===== src/rtl/caq_pkg.sv =====
// Shared types, sizes and codes for the concurrency admission queue.
// Used by caq_ctrl, caq_datapath and concurrency_admission_queue_core; no dependencies.
package caq_pkg;

    // Queue depth and tag space; both are powers of two so that index
    // arithmetic wraps by truncation.
    localparam int QUEUE_DEPTH = 16;
    localparam int TAG_COUNT   = 64;

    localparam int KIND_W     = 2;
    localparam int TAG_W      = 6;
    localparam int REL_W      = 8;
    localparam int STATUS_W   = 3;
    localparam int COUNT_W    = 8;
    localparam int CAP_W      = 5;
    localparam int TS_W       = 2;
    localparam int CFG_IDX_W  = 1;
    localparam int CFG_DATA_W = 8;

    localparam int QA_W   = $clog2(QUEUE_DEPTH);
    localparam int FILL_W = $clog2(QUEUE_DEPTH + 1);
    localparam int TI_W   = $clog2(TAG_COUNT);
    localparam int TAGX_W = (TI_W > TAG_W) ? TI_W : TAG_W;
    localparam int CMP_W  = (FILL_W > CAP_W) ? FILL_W : CAP_W;

    // Request kinds.
    localparam logic [KIND_W-1:0] KIND_REQUEST  = 2'd0;
    localparam logic [KIND_W-1:0] KIND_RELEASE  = 2'd1;
    localparam logic [KIND_W-1:0] KIND_TIMEOUT  = 2'd2;
    localparam logic [KIND_W-1:0] KIND_SHUTDOWN = 2'd3;

    // Result status codes.
    localparam logic [STATUS_W-1:0] ST_GRANTED  = 3'd0;
    localparam logic [STATUS_W-1:0] ST_FAILED   = 3'd1;
    localparam logic [STATUS_W-1:0] ST_OVERSIZE = 3'd2;
    localparam logic [STATUS_W-1:0] ST_WAITING  = 3'd3;
    localparam logic [STATUS_W-1:0] ST_TIMEDOUT = 3'd4;
    localparam logic [STATUS_W-1:0] ST_STOPPED  = 3'd5;
    localparam logic [STATUS_W-1:0] ST_NOEFFECT = 3'd6;

    // Per-tag state codes.
    localparam logic [TS_W-1:0] TS_IDLE     = 2'd0;
    localparam logic [TS_W-1:0] TS_WAITING  = 2'd1;
    localparam logic [TS_W-1:0] TS_TIMEDOUT = 2'd2;

    // Configuration register indexes.
    localparam logic [CFG_IDX_W-1:0] REG_MAX_CONC  = 1'd0;
    localparam logic [CFG_IDX_W-1:0] REG_QUEUE_CAP = 1'd1;

    typedef struct packed {
        logic [KIND_W-1:0] kind;
        logic [TAG_W-1:0]  tag;
        logic [REL_W-1:0]  release_count;
    } caq_in_t;

    typedef struct packed {
        logic [TAG_W-1:0]    result_tag;
        logic [STATUS_W-1:0] status;
        logic                last;
    } caq_out_t;

    // Commands from the controller to the datapath.
    typedef struct packed {
        logic load;
        logic req_exec;
        logic ts_read_item;
        logic to_exec;
        logic rel_sub;
        logic stop_set;
        logic walk_read;
        logic walk_pop;
        logic finish;
        logic ts_clear;
    } caq_cmd_t;

    // Status from the datapath to the controller.
    typedef struct packed {
        logic [KIND_W-1:0] kind;
        logic              walk_ok;
    } caq_stat_t;

    function automatic logic [TI_W-1:0] tag_index(input logic [TAG_W-1:0] t);
        logic [TAGX_W-1:0] x;
        x = TAGX_W'(t);
        return x[TI_W-1:0];
    endfunction

endpackage


===== src/rtl/caq_ctrl.sv =====
// Sequencing state machine for the admission queue.
// Depends on caq_pkg for the command and status structs.
module caq_ctrl
    import caq_pkg::*;
(
    input  logic      clk,
    input  logic      rst_n,
    input  logic      start,
    input  caq_stat_t stat,
    output logic      busy,
    output caq_cmd_t  cmd
);

    localparam logic [3:0] S_IDLE     = 4'd0;
    localparam logic [3:0] S_DISPATCH = 4'd1;
    localparam logic [3:0] S_REQ      = 4'd2;
    localparam logic [3:0] S_TO_RD    = 4'd3;
    localparam logic [3:0] S_TO_EVAL  = 4'd4;
    localparam logic [3:0] S_REL_SUB  = 4'd5;
    localparam logic [3:0] S_STOP     = 4'd6;
    localparam logic [3:0] S_WALK_RD  = 4'd7;
    localparam logic [3:0] S_WALK_POP = 4'd8;
    localparam logic [3:0] S_FINISH   = 4'd9;

    logic [3:0] state_reg;
    logic [3:0] state_next;

    always_comb
    begin
        state_next = state_reg;
        cmd        = '0;
        case (state_reg)
            S_IDLE:
            begin
                if (start)
                begin
                    cmd.load   = 1'b1;
                    state_next = S_DISPATCH;
                end
            end
            S_DISPATCH:
            begin
                case (stat.kind)
                    KIND_REQUEST:  state_next = S_REQ;
                    KIND_RELEASE:  state_next = S_REL_SUB;
                    KIND_TIMEOUT:  state_next = S_TO_RD;
                    KIND_SHUTDOWN: state_next = S_STOP;
                    default:       state_next = S_FINISH;
                endcase
            end
            S_REQ:
            begin
                cmd.req_exec = 1'b1;
                state_next   = S_FINISH;
            end
            S_TO_RD:
            begin
                cmd.ts_read_item = 1'b1;
                state_next       = S_TO_EVAL;
            end
            S_TO_EVAL:
            begin
                cmd.to_exec = 1'b1;
                state_next  = S_FINISH;
            end
            S_REL_SUB:
            begin
                cmd.rel_sub = 1'b1;
                state_next  = S_WALK_RD;
            end
            S_STOP:
            begin
                cmd.stop_set = 1'b1;
                state_next   = S_WALK_RD;
            end
            S_WALK_RD:
            begin
                if (stat.walk_ok)
                begin
                    cmd.walk_read = 1'b1;
                    state_next    = S_WALK_POP;
                end
                else
                begin
                    state_next = S_FINISH;
                end
            end
            S_WALK_POP:
            begin
                cmd.walk_pop = 1'b1;
                state_next   = S_WALK_RD;
            end
            S_FINISH:
            begin
                cmd.finish   = 1'b1;
                cmd.ts_clear = (stat.kind == KIND_SHUTDOWN);
                state_next   = S_IDLE;
            end
            default:
            begin
                state_next = S_IDLE;
            end
        endcase
    end

    always_ff @(posedge clk or negedge rst_n)
    begin
        if (!rst_n)
            state_reg <= S_IDLE;
        else
            state_reg <= state_next;
    end

    assign busy = (state_reg != S_IDLE);

    // Every item ends in exactly one finish step before busy drops.
    a_finish_before_idle: assert property (@(posedge clk) disable iff (!rst_n)
        $fell(busy) |-> $past(cmd.finish))
        else $error("busy dropped without a finish step");

    // A pop always consumes the tag state read in the cycle before it.
    a_pop_after_read: assert property (@(posedge clk) disable iff (!rst_n)
        cmd.walk_pop |-> $past(cmd.walk_read))
        else $error("queue pop without a preceding tag state read");

    // While idle no work command is issued.
    a_idle_quiet: assert property (@(posedge clk) disable iff (!rst_n)
        !busy |-> !(cmd.req_exec || cmd.walk_pop || cmd.walk_read || cmd.finish))
        else $error("work command while idle");

endmodule


===== src/rtl/caq_datapath.sv =====
// Datapath: configuration, grant count, wait queue, tag state memory and result staging.
// Depends on caq_pkg; driven by caq_ctrl through caq_cmd_t.
module caq_datapath
    import caq_pkg::*;
(
    input  logic                  clk,
    input  logic                  rst_n,
    input  caq_in_t               item,
    input  logic                  cfg_we,
    input  logic [CFG_IDX_W-1:0]  cfg_index,
    input  logic [CFG_DATA_W-1:0] cfg_data,
    input  caq_cmd_t              cmd,
    output caq_stat_t             stat,
    output logic                  result_strobe,
    output caq_out_t              result
);

    logic [COUNT_W-1:0] max_reg,     max_next;
    logic [CAP_W-1:0]   qcap_reg,    qcap_next;
    caq_in_t            item_reg,    item_next;
    logic [COUNT_W-1:0] count_reg,   count_next;
    logic [QA_W-1:0]    head_reg,    head_next;
    logic [FILL_W-1:0]  fill_reg,    fill_next;
    logic               stopped_reg, stopped_next;
    logic [TAG_W-1:0]   pend_tag_reg,    pend_tag_next;
    logic [STATUS_W-1:0] pend_status_reg, pend_status_next;
    logic               pend_valid_reg,  pend_valid_next;
    caq_out_t           result_reg,  result_next;
    logic               strobe_reg,  strobe_next;

    // Wait queue entries, written at the tail and read only at the head.
    logic [TAG_W-1:0]   fifo_reg [QUEUE_DEPTH];
    logic               fifo_we;
    logic [QA_W-1:0]    fifo_widx;

    // Tag state memory with one valid bit per entry; invalid reads as idle.
    logic [TS_W-1:0]    ts_mem [TAG_COUNT];
    logic [TAG_COUNT-1:0] ts_valid_reg, ts_valid_next;
    logic [TS_W-1:0]    ts_rd_reg;
    logic               ts_we;
    logic [TI_W-1:0]    ts_widx;
    logic [TS_W-1:0]    ts_wdata;
    logic [TI_W-1:0]    ts_ridx;

    logic [TAG_W-1:0]   head_tag;
    logic [TI_W-1:0]    head_idx;
    logic [TI_W-1:0]    item_idx;
    logic               emit_en;
    logic [TAG_W-1:0]   emit_tag;
    logic [STATUS_W-1:0] emit_status;
    logic               queue_full;

    assign head_tag = fifo_reg[head_reg];
    assign head_idx = tag_index(head_tag);
    assign item_idx = tag_index(item_reg.tag);
    assign ts_ridx  = cmd.walk_read ? head_idx : item_idx;
    assign queue_full = (CMP_W'(fill_reg) == CMP_W'(qcap_reg))
                     || (fill_reg == FILL_W'(QUEUE_DEPTH));

    assign stat.kind    = item_reg.kind;
    assign stat.walk_ok = (fill_reg != '0)
        && ((item_reg.kind == KIND_SHUTDOWN) || ((count_reg < max_reg) && !stopped_reg));

    always_comb
    begin
        max_next         = max_reg;
        qcap_next        = qcap_reg;
        item_next        = item_reg;
        count_next       = count_reg;
        head_next        = head_reg;
        fill_next        = fill_reg;
        stopped_next     = stopped_reg;
        pend_tag_next    = pend_tag_reg;
        pend_status_next = pend_status_reg;
        pend_valid_next  = pend_valid_reg;
        result_next      = result_reg;
        strobe_next      = 1'b0;
        ts_valid_next    = ts_valid_reg;
        fifo_we          = 1'b0;
        fifo_widx        = head_reg + fill_reg[QA_W-1:0];
        ts_we            = 1'b0;
        ts_widx          = item_idx;
        ts_wdata         = TS_IDLE;
        emit_en          = 1'b0;
        emit_tag         = item_reg.tag;
        emit_status      = ST_NOEFFECT;

        if (cfg_we)
        begin
            case (cfg_index)
                REG_MAX_CONC:  max_next  = cfg_data;
                REG_QUEUE_CAP: qcap_next = cfg_data[CAP_W-1:0];
                default: ;
            endcase
        end

        if (cmd.load)
            item_next = item;

        if (cmd.req_exec)
        begin
            emit_en = 1'b1;
            if ((max_reg == '0) || stopped_reg)
            begin
                emit_status = ST_FAILED;
            end
            else if (queue_full)
            begin
                emit_status = ST_OVERSIZE;
            end
            else if (count_reg < max_reg)
            begin
                count_next  = count_reg + COUNT_W'(1);
                emit_status = ST_GRANTED;
            end
            else
            begin
                fifo_we     = 1'b1;
                fill_next   = fill_reg + FILL_W'(1);
                ts_we       = 1'b1;
                ts_wdata    = TS_WAITING;
                emit_status = ST_WAITING;
            end
        end

        if (cmd.to_exec)
        begin
            emit_en = 1'b1;
            if (ts_rd_reg == TS_WAITING)
            begin
                ts_we       = 1'b1;
                ts_wdata    = TS_TIMEDOUT;
                emit_status = ST_TIMEDOUT;
            end
        end

        if (cmd.rel_sub)
            count_next = (count_reg >= item_reg.release_count)
                       ? count_reg - item_reg.release_count : '0;

        if (cmd.stop_set)
            stopped_next = 1'b1;

        if (cmd.walk_pop)
        begin
            head_next = head_reg + QA_W'(1);
            fill_next = fill_reg - FILL_W'(1);
            ts_we     = 1'b1;
            ts_widx   = head_idx;
            ts_wdata  = TS_IDLE;
            if (ts_rd_reg != TS_TIMEDOUT)
            begin
                emit_en  = 1'b1;
                emit_tag = head_tag;
                if (item_reg.kind == KIND_RELEASE)
                begin
                    count_next  = count_reg + COUNT_W'(1);
                    emit_status = ST_GRANTED;
                end
                else
                begin
                    emit_status = ST_STOPPED;
                end
            end
        end

        if (ts_we)
            ts_valid_next[ts_widx] = 1'b1;
        if (cmd.ts_clear)
            ts_valid_next = '0;

        // One result is held back so that the final one can carry last.
        if (emit_en)
        begin
            if (pend_valid_reg)
            begin
                strobe_next            = 1'b1;
                result_next.result_tag = pend_tag_reg;
                result_next.status     = pend_status_reg;
                result_next.last       = 1'b0;
            end
            pend_valid_next  = 1'b1;
            pend_tag_next    = emit_tag;
            pend_status_next = emit_status;
        end

        if (cmd.finish)
        begin
            strobe_next      = 1'b1;
            result_next.last = 1'b1;
            pend_valid_next  = 1'b0;
            if (pend_valid_reg)
            begin
                result_next.result_tag = pend_tag_reg;
                result_next.status     = pend_status_reg;
            end
            else
            begin
                result_next.result_tag = '0;
                result_next.status     = ST_NOEFFECT;
            end
        end
    end

    always_ff @(posedge clk or negedge rst_n)
    begin
        if (!rst_n)
        begin
            max_reg        <= '0;
            qcap_reg       <= '0;
            count_reg      <= '0;
            head_reg       <= '0;
            fill_reg       <= '0;
            stopped_reg    <= 1'b0;
            pend_valid_reg <= 1'b0;
            strobe_reg     <= 1'b0;
            ts_valid_reg   <= '0;
        end
        else
        begin
            max_reg        <= max_next;
            qcap_reg       <= qcap_next;
            count_reg      <= count_next;
            head_reg       <= head_next;
            fill_reg       <= fill_next;
            stopped_reg    <= stopped_next;
            pend_valid_reg <= pend_valid_next;
            strobe_reg     <= strobe_next;
            ts_valid_reg   <= ts_valid_next;
        end
    end

    always_ff @(posedge clk)
    begin
        item_reg        <= item_next;
        pend_tag_reg    <= pend_tag_next;
        pend_status_reg <= pend_status_next;
        result_reg      <= result_next;
    end

    always_ff @(posedge clk)
    begin
        if (fifo_we)
            fifo_reg[fifo_widx] <= item_reg.tag;
    end

    always_ff @(posedge clk)
    begin
        if (ts_we)
            ts_mem[ts_widx] <= ts_wdata;
        ts_rd_reg <= ts_valid_reg[ts_ridx] ? ts_mem[ts_ridx] : TS_IDLE;
    end

    assign result_strobe = strobe_reg;
    assign result        = result_reg;

    a_fill_bound: assert property (@(posedge clk) disable iff (!rst_n)
        fill_reg <= FILL_W'(QUEUE_DEPTH))
        else $error("wait queue fill beyond its depth");

    // The final result of an item is never directly followed by another one.
    a_last_gap: assert property (@(posedge clk) disable iff (!rst_n)
        (result_strobe && result.last) |=> !result_strobe)
        else $error("result right after a final result");

    a_stopped_sticky: assert property (@(posedge clk) disable iff (!rst_n)
        stopped_reg |=> stopped_reg)
        else $error("stopped flag cleared without reset");

endmodule


===== src/rtl/concurrency_admission_queue_core.sv =====
// Top level of the concurrency admission queue: controller plus datapath.
// Depends on caq_pkg, caq_ctrl and caq_datapath.
//
//   Channel   Ports                                 Handshake
//   -------   -----------------------------------   ---------------------------------
//   request   start, busy, item                     taken when start is high, busy low
//   result    result_strobe, result                 one cycle per result, no stall
//   config    cfg_we, cfg_index, cfg_data           written on any edge with cfg_we
//
// Steps: a request is dispatched, executed and finished. A timeout first reads the tag
// state memory, then is evaluated. A release subtracts its release count, and a shutdown
// sets the stopped flag; both then walk the wait queue, and each entry needs a tag state
// memory read before it is popped.
// The last result of an item carries last = 1.
// Reset (rst_n low, asynchronous) clears the count, queue pointers, stopped flag,
// configuration and all tag state valid bits; no clearing pass is needed.
// The receiver cannot stall: each result is valid for exactly one cycle.
module concurrency_admission_queue_core
    import caq_pkg::*;
(
    input  logic                  clk,
    input  logic                  rst_n,
    input  logic                  start,
    output logic                  busy,
    input  caq_in_t               item,
    output logic                  result_strobe,
    output caq_out_t              result,
    input  logic                  cfg_we,
    input  logic [CFG_IDX_W-1:0]  cfg_index,
    input  logic [CFG_DATA_W-1:0] cfg_data
);

    // The controller sequences each request and holds only its state register; the datapath owns all other state.
    caq_cmd_t  cmd;
    caq_stat_t stat;

    caq_ctrl u_ctrl (
        .clk   (clk),
        .rst_n (rst_n),
        .start (start),
        .stat  (stat),
        .busy  (busy),
        .cmd   (cmd)
    );

    // The item is captured on the accepting edge, so it need not be held afterward.
    caq_datapath u_datapath (
        .clk           (clk),
        .rst_n         (rst_n),
        .item          (item),
        .cfg_we        (cfg_we),
        .cfg_index     (cfg_index),
        .cfg_data      (cfg_data),
        .cmd           (cmd),
        .stat          (stat),
        .result_strobe (result_strobe),
        .result        (result)
    );

endmodule

===== config.mk =====
export PLATFORM = sky130hd
export DESIGN_NAME = concurrency_admission_queue_core
export DESIGN_NICKNAME = d
export VERILOG_FILES = /design/src/rtl/caq_pkg.sv /design/src/rtl/caq_ctrl.sv /design/src/rtl/caq_datapath.sv /design/src/rtl/concurrency_admission_queue_core.sv
export SDC_FILE = /design/constraint.sdc
export NUM_CORES = 1
export LEC_CHECK = 0
export BUFFER_PORTS_ARGS = -buffer_cell sky130_fd_sc_hd__clkbuf_2
export CAP_MARGIN = 20
export CORE_UTILIZATION = 42
export CTS_CLUSTER_SIZE = 30
export DETAILED_ROUTE_END_ITERATION = 10
export SLEW_MARGIN = 20
export SYNTH_ARGS = -nofsm -noshare
export SYNTH_HDL_FRONTEND = slang
export SYNTH_HIERARCHICAL = 1
export SYNTH_SLANG_ARGS = --single-unit

===== constraint.sdc =====
create_clock -name clk -period 4.8 [get_ports clk]
set_clock_uncertainty 0.15 [all_clocks]
set_input_delay 0.96 -clock clk [delete_from_list [all_inputs] [get_ports clk]]
set_output_delay 0.96 -clock clk [all_outputs]
set_load 0.05 [all_outputs]

==> summary.txt, run 1 <==
Placement
  – Post-Place Cells: 1768
  – Detail Placement HPWL: 24500 µm
  – Input/output buffers: 40
  – Pre-CTS WS: 269 ps
  – GPL Wtd Cong: 0.816

Routing
  – Avg Vias per Cell: 5.51
  – WL per Instance: 20.0 µm
  – Met3 Wirelength: 2130 µm
  – Met2 WL post-DR: 17900 µm
  – Max layer used: met4
  – DR vias: 10128
  – Routed metal-1 wirelength: 16100 µm
  – Detailed Routing Iterations Pass 1: 5
  – Drc violations: 0
  – Initial DRC count: 700
  – WL final: around 37000 µm
  – Detail Route Antenna Nets: 0

Global routing
  – Grt ovf: 0
  – Number of global-route vias before repair: 10279
  – Total Routing Usage GR: 0.191
  – Largest net degree at the start of global routing: 72
  – Initial antenna violation count: 0
  – Global-route wire length before repair: 57600 µm

STA
  – Final WS setup: 406 ps
  – Final Cycle Share: 0.915
  – Fin Setup TNS: 0 ps
  – Slew Limit Fails: 0
  – Worst slew pin tran: 939 ps
  – Minimum clock period: 4390 ps
  – Hold WS: 331 ps
  – Hold Vio Cnt, Final: 0
  – Max_slew headroom: 0.374
  – Peak Freq: 228 MHz
  – RSZ-0062 raised after global routing: no
  – Setup violations, final: 0

Layout
  – N_diodes: 0
  – Fin cells: 1838
  – Share of cells above drive strength 1: 0.164
  – Layout area overhead: 12.8%
  – Fin nets: 1356
  – Largest register FFs: 128

Worst setup path
  – CP Buf/Inv Count: 4
  – CP Launch Type: flop
  – Dominant cell type by count on the critical path: a21o_1
  – Setup CP Type: flop to flop
  – Critical Path Max Stage Delay: approximately 340 ps
  – Max FO, Critical Path: 17
  – Crit end category: flop
  – Cells along the critical path: inv_1 -> ha_1 -> a21o_1 -> a21o_1 -> a21o_1 -> a21oi_1 -> o21ai_1 -> nand2_1 -> nand2b_1 -> a21oi_1 -> nand3_1 -> nor2_1 -> buf_4 -> nand2b_1 -> o221ai_4 -> buf_12 -> buf_4 -> mux2i_1 -> nand2_1 -> and3_1 -> nor4_1 -> o2111ai_1 -> o21ai_2 -> a211oi_2
  – Top cell family by delay on the critical path: compound AO/OA/AOI/OAI gates
  – Slowest CP cell: dfrtp_1
  – Data required, critical path: 5040 ps
  – Crit path arrival time: about 4600 ps

Yosys
  – Synth Net Count: 1281
  – Mean Syn Cell Area: about 13 µm²
  – Syn Inst Count: between 1000 and 1500
  – Synthesized cell area: 16400 µm²
  – Synth Warn #: 6

Pwr
  – Total Power: 9.45 mW
  – Leakage: 6.88 nW
  – Peak VDD IR: 394 µV
  – Power Density: 512 nW/µm²

Die
  – Io pins: 41
  – Die W: approximately 200 µm
  – Initial Util: 0.430
  – Core region area: 38000 µm²
  – Die Area: 39800 µm²
  – Chip height: 199 µm
  – FP Rows: 71

CTS
  – Hold-fix buffers, CTS: 0
  – Clk slew on worst S/H paths: around 60 ps
  – Clk buf depth: 3
  – CTS root buffer: clkbuf_16
  – TritonCTS sink count: 362
  – Post_cts resized: 0
  – CTS tree: done
  – H-tree lvl count: 2
  – Clk_lat worst skew: 540 ps
  – Buffers inserted by post-CTS timing repair: 0
  – Num CTS Buffers: 38

Run
  – Max Cap Violations: 0

Outcome
  – Outcome: finished clean

Hold path
  – Hold Path Class: flop to flop
## cell type report
type / count / area [µm²]
Timing Repair Buffer: 86 / 598
Multi-Input combinational cell: 777 / 5590
Fill cell: 3402 / 19600
Sequential cell: 362 / 10300
Clock inverter: 21 / 173
Clock buffer: 48 / 998
Inverter: 33 / 124
Tap cell: 511 / 639
## cell usage in the layout, fill, tap and decap left out, types with 7 or more instances in the layout
master / n
mux2i_1: 74
ha_1: 26
mux2_2: 16
clkinv_1: 11
dfrtp_1: 101
clkbuf_2: 39
nor2_1: 188
inv_1: 31
mux4_2: 40
xor2_1: 14
nand3_1: 27
nor3_1: 23
buf_4: 44
a21oi_1: 85
and3_1: 7
nor4_1: 7
o21ai_0: 20
clkbuf_16: 39
nand2b_1: 7
nand2_1: 81
a21o_1: 16
nand4_1: 9
xnor2_1: 15
clkbuf_1: 9
a22oi_1: 23
and2_1: 15
edfxtp_1: 258
## path summary, 6_finish.rpt
kind                                       start                          end  slack [ps]  cells past startpoint
setup / recovery           u_datapath/max_reg[1]      u_datapath/ts_rd_reg[0]         410                     24
hold / removal              u_datapath/result[0]         u_datapath/result[0]         330                      1
setup reg to reg           u_datapath/max_reg[1]      u_datapath/ts_rd_reg[0]         410                     24
hold reg to reg             u_datapath/result[0]         u_datapath/result[0]         330                      1
max in group asynchronous                  rst_n       u_datapath/qcap_reg[3]        3100                      2
min in group asynchronous                  rst_n  u_datapath/ts_valid_reg[52]         390                      1
## metal layers
layer	global-route usage	vias to the layer above
met3	0.0304	57
met1	0.259	5092
met2	0.319	289
li1	-	4690
met4	0.0540	0
met5	0	-
## power by group
part	switching [mW]	internal (mW)	leakage, nW
Sequential	0.361	3.74	3.56
Combinational	1.54	1.03	2.76
Clock	1.19	1.59	0.568
## per-stage QoR
step                cell area (µm²)  utilization
floorplan                     16400            -
global placement              17200        0.453
detailed placement            17200        0.454
CTS                           18400        0.484
global route                  18500        0.486
finish                        18500        0.486
(Power assumes the default switching activity.)
==> inputs of run 2 (changes only) <==
==> constraint.sdc (replaced) <==
create_clock -name clk -period 4.65 [get_ports clk]
set_clock_uncertainty 0.15 [all_clocks]
set_input_delay 0.93 -clock clk [delete_from_list [all_inputs] [get_ports clk]]
set_output_delay 0.93 -clock clk [all_outputs]
set_load 0.05 [all_outputs]
==> run 2 against run 1 <==
Sequential share of layout area down 0.63 points. Combinational power is 5% higher. Critical path depth decreased by 3. Core utilization rose by 0.55 points. Via count about the same. Power rose by 5.6%. Non-clock buffer count rose by 1. First-iteration DRC count up 4.9%. Maximum frequency rose by 1.8%. Routed wire length is 0.95% higher. Register-to-register slack got worse by 70 ps. Flip-flop and latch count unchanged. Largest cell class unchanged. Largest power group unchanged. Highest routed layer unchanged.
==> summary.txt, run 2 (synthesized netlist as in run 1, its figures left out) <==
Outcome
  – Outcome: finished clean

Layout
  – N_diodes: 0
  – Final standard cell area without fillers: around 19000 µm²
  – Layout Utilization: 0.491
  – Most common cell after layout, fill and taps aside: edfxtp_1
  – Share of cells above drive strength 1: 0.169
  – Layout area overhead: 14.1%
  – Fin nets: 1357
  – Fillers: between 3000 and 4000
  – Highest-count cells in the layout ignoring fill and taps: edfxtp_1 (258), nor2_1 (188), dfrtp_1 (101), a21oi_1 (85), nand2_1 (82)
  – Largest register FFs: 128

CTS
  – Num CTS Buffers: 38
  – Clk slew on worst S/H paths: roughly 60 ps
  – CTS root buffer: clkbuf_16
  – Hold-fix buffers, CTS: 0
  – H-tree lvl count: 2
  – TritonCTS sink count: 362
  – Clk buf depth: 3
  – Clk_lat worst skew: 530 ps
  – CTS tree: done

Pwr
  – Peak VDD IR: around 460 µV
  – Power Density: 534 nW/µm²
  – Leakage: 6.96 nW
  – Total Power: 9.97 mW

Placement
  – GPL Wtd Cong: 0.859
  – Detail Placement HPWL: about 25000 µm
  – Placed Area: 17300 µm²
  – Input/output buffers: 40
  – Pre-CTS WS: around 250 ps

Worst setup path
  – Dominant cell type by count on the critical path: a21o_1
  – Cells along the critical path: inv_1 -> ha_1 -> a21o_1 -> a21o_1 -> a21o_1 -> a21oi_1 -> o21ai_1 -> nand2_1 -> nand2b_1 -> a21oi_1 -> nand3_1 -> nor2_1 -> buf_4 -> nand2_1 -> o221ai_4 -> buf_12 -> mux4_1 -> a22oi_1 -> o211ai_1 -> o21ai_2 -> a211oi_2
  – Worst R2R Start: u_datapath/max_reg[1]
  – Setup CP Type: flop to flop
  – CP Launch Type: flop
  – CP Buf/Inv Count: 3
  – Data required, critical path: 4880 ps
  – Crit end category: flop
  – Crit path arrival time: 4550 ps
  – R2R setup slack: 330 ps
  – Worst setup path startpoint: u_datapath/max_reg[1]
  – Critical Path Max Stage Delay: 590 ps
  – Max FO, Critical Path: 15
  – Slowest CP cell: mux4_1
  – Top cell family by delay on the critical path: compound AO/OA/AOI/OAI gates

STA
  – Final WS setup: roughly 330 ps
  – Minimum clock period: 4320 ps
  – Setup violations, final: 0
  – Worst slew pin tran: around 910 ps
  – Slew Limit Fails: 0
  – Final Cycle Share: 0.929
  – Max_slew headroom: 0.392
  – Peak Freq: approximately 230 MHz
  – Hold Vio Cnt, Final: 0

Routing
  – Detail Route Antenna Nets: 0
  – WL per Instance: 20.2 µm
  – WL final: between 30000 and 40000 µm
  – Drc violations: 0
  – Detailed Routing Iterations Pass 1: 5
  – Avg Vias per Cell: 5.51
  – DR vias: approximately 10000
  – Initial DRC count: 734

Die
  – Die Area: between 30000 and 40000 µm²
  – Core region area: 38000 µm²
  – Initial Util: 0.430
  – Chip height: 199 µm
  – Die W: 199 µm
  – Io pins: 41
  – FP Rows: 71

Global routing
  – Global-route wire length before repair: 58600 µm
  – Number of global-route vias before repair: 10342
  – Total Routing Usage GR: 0.194
  – Initial antenna violation count: 0
  – Largest net degree at the start of global routing: 81
  – Grt ovf: 0

Hold path
  – Hold Path Class: input port to asynchronous set/reset pin

Run
  – Max Cap Violations: 0
==> run 2: changes by cell type in the layout (fill, tap and decap cells not counted), moves of 3 or more <==
| cell | before | now |
|---|---|---|
| buf_4 | 44 | 39 |
| clkbuf_16 | 39 | 44 |
| clkbuf_1 | 9 | 12 |
| buf_12 | 1 | 5 |
| clkinv_1 | 11 | 8 |
==> run 2: through the flow <==
stage	hold slack, ps	TNS [ps]	cells
2_1_floorplan	304	0	1223
3_3_place_gp	313	0	1767
3_5_place_dp	304	0	1767
4_1_cts	318	0	1837
5_1_grt	342	-3.65	1840
6_report	290	0	1840
==> run 2: area by class of cell <==
type,instances,area (µm²),area share
Tap cell,511,639,0.0342
Inverter,33,128,0.00684
Multi-Input combinational cell,777,5620,0.301
Clock buffer,54,1100,0.0587
Timing Repair Buffer,87,677,0.0363
Sequential cell,362,10300,0.554
Clock inverter,16,174,0.00932
==> run 2: final timing paths <==
kind / cells past startpoint / to
worst max-delay path: 21 / u_datapath/ts_rd_reg[0]
max in group asynchronous: 2 / u_datapath/count_reg[2]
min in group clk: 1 / u_datapath/result[0]
worst min register to register: 1 / u_datapath/result[0]
worst max register to register: 21 / u_datapath/ts_rd_reg[0]
worst min-delay path: 1 / u_datapath/ts_valid_reg[53]
==> run 2: power by group <==
part	internal [mW]	switching [mW]	total, mW	leakage (nW)
clock	1.87	1.21	3.08	0.615
sequential	3.86	0.350	4.21	3.56
combinational	1.08	1.61	2.69	2.79
==> run 2: layer usage <==
| metal | routed length, µm | GRT usage |
|---|---|---|
| met1 | 16600 | 0.268 |
| met2 | 17700 | 0.317 |
| met4 | 960 | 0.0608 |
| met5 | 0 | 0 |
| met3 | 1880 | 0.0275 |
==> run 2: worst register-to-register path, stage by stage (launching register included) <==
cell and delay (ps):
dfrtp_1 340, inv_1 50, ha_1 280, a21o_1 150, a21o_1 170, a21o_1 180, a21oi_1 160, o21ai_1 100
nand2_1 90, nand2b_1 60, a21oi_1 160, nand3_1 100, nor2_1 110, buf_4 200, nand2_1 110, o221ai_4 290
buf_12 230, mux4_1 610, a22oi_1 200, o211ai_1 150, o21ai_2 230, a211oi_2 50
==> run 2: timing repair <==
action,CTS,global route
endpoints found under the setup margin,0,2
gates resized for setup,0,11
buffers inserted,0,1
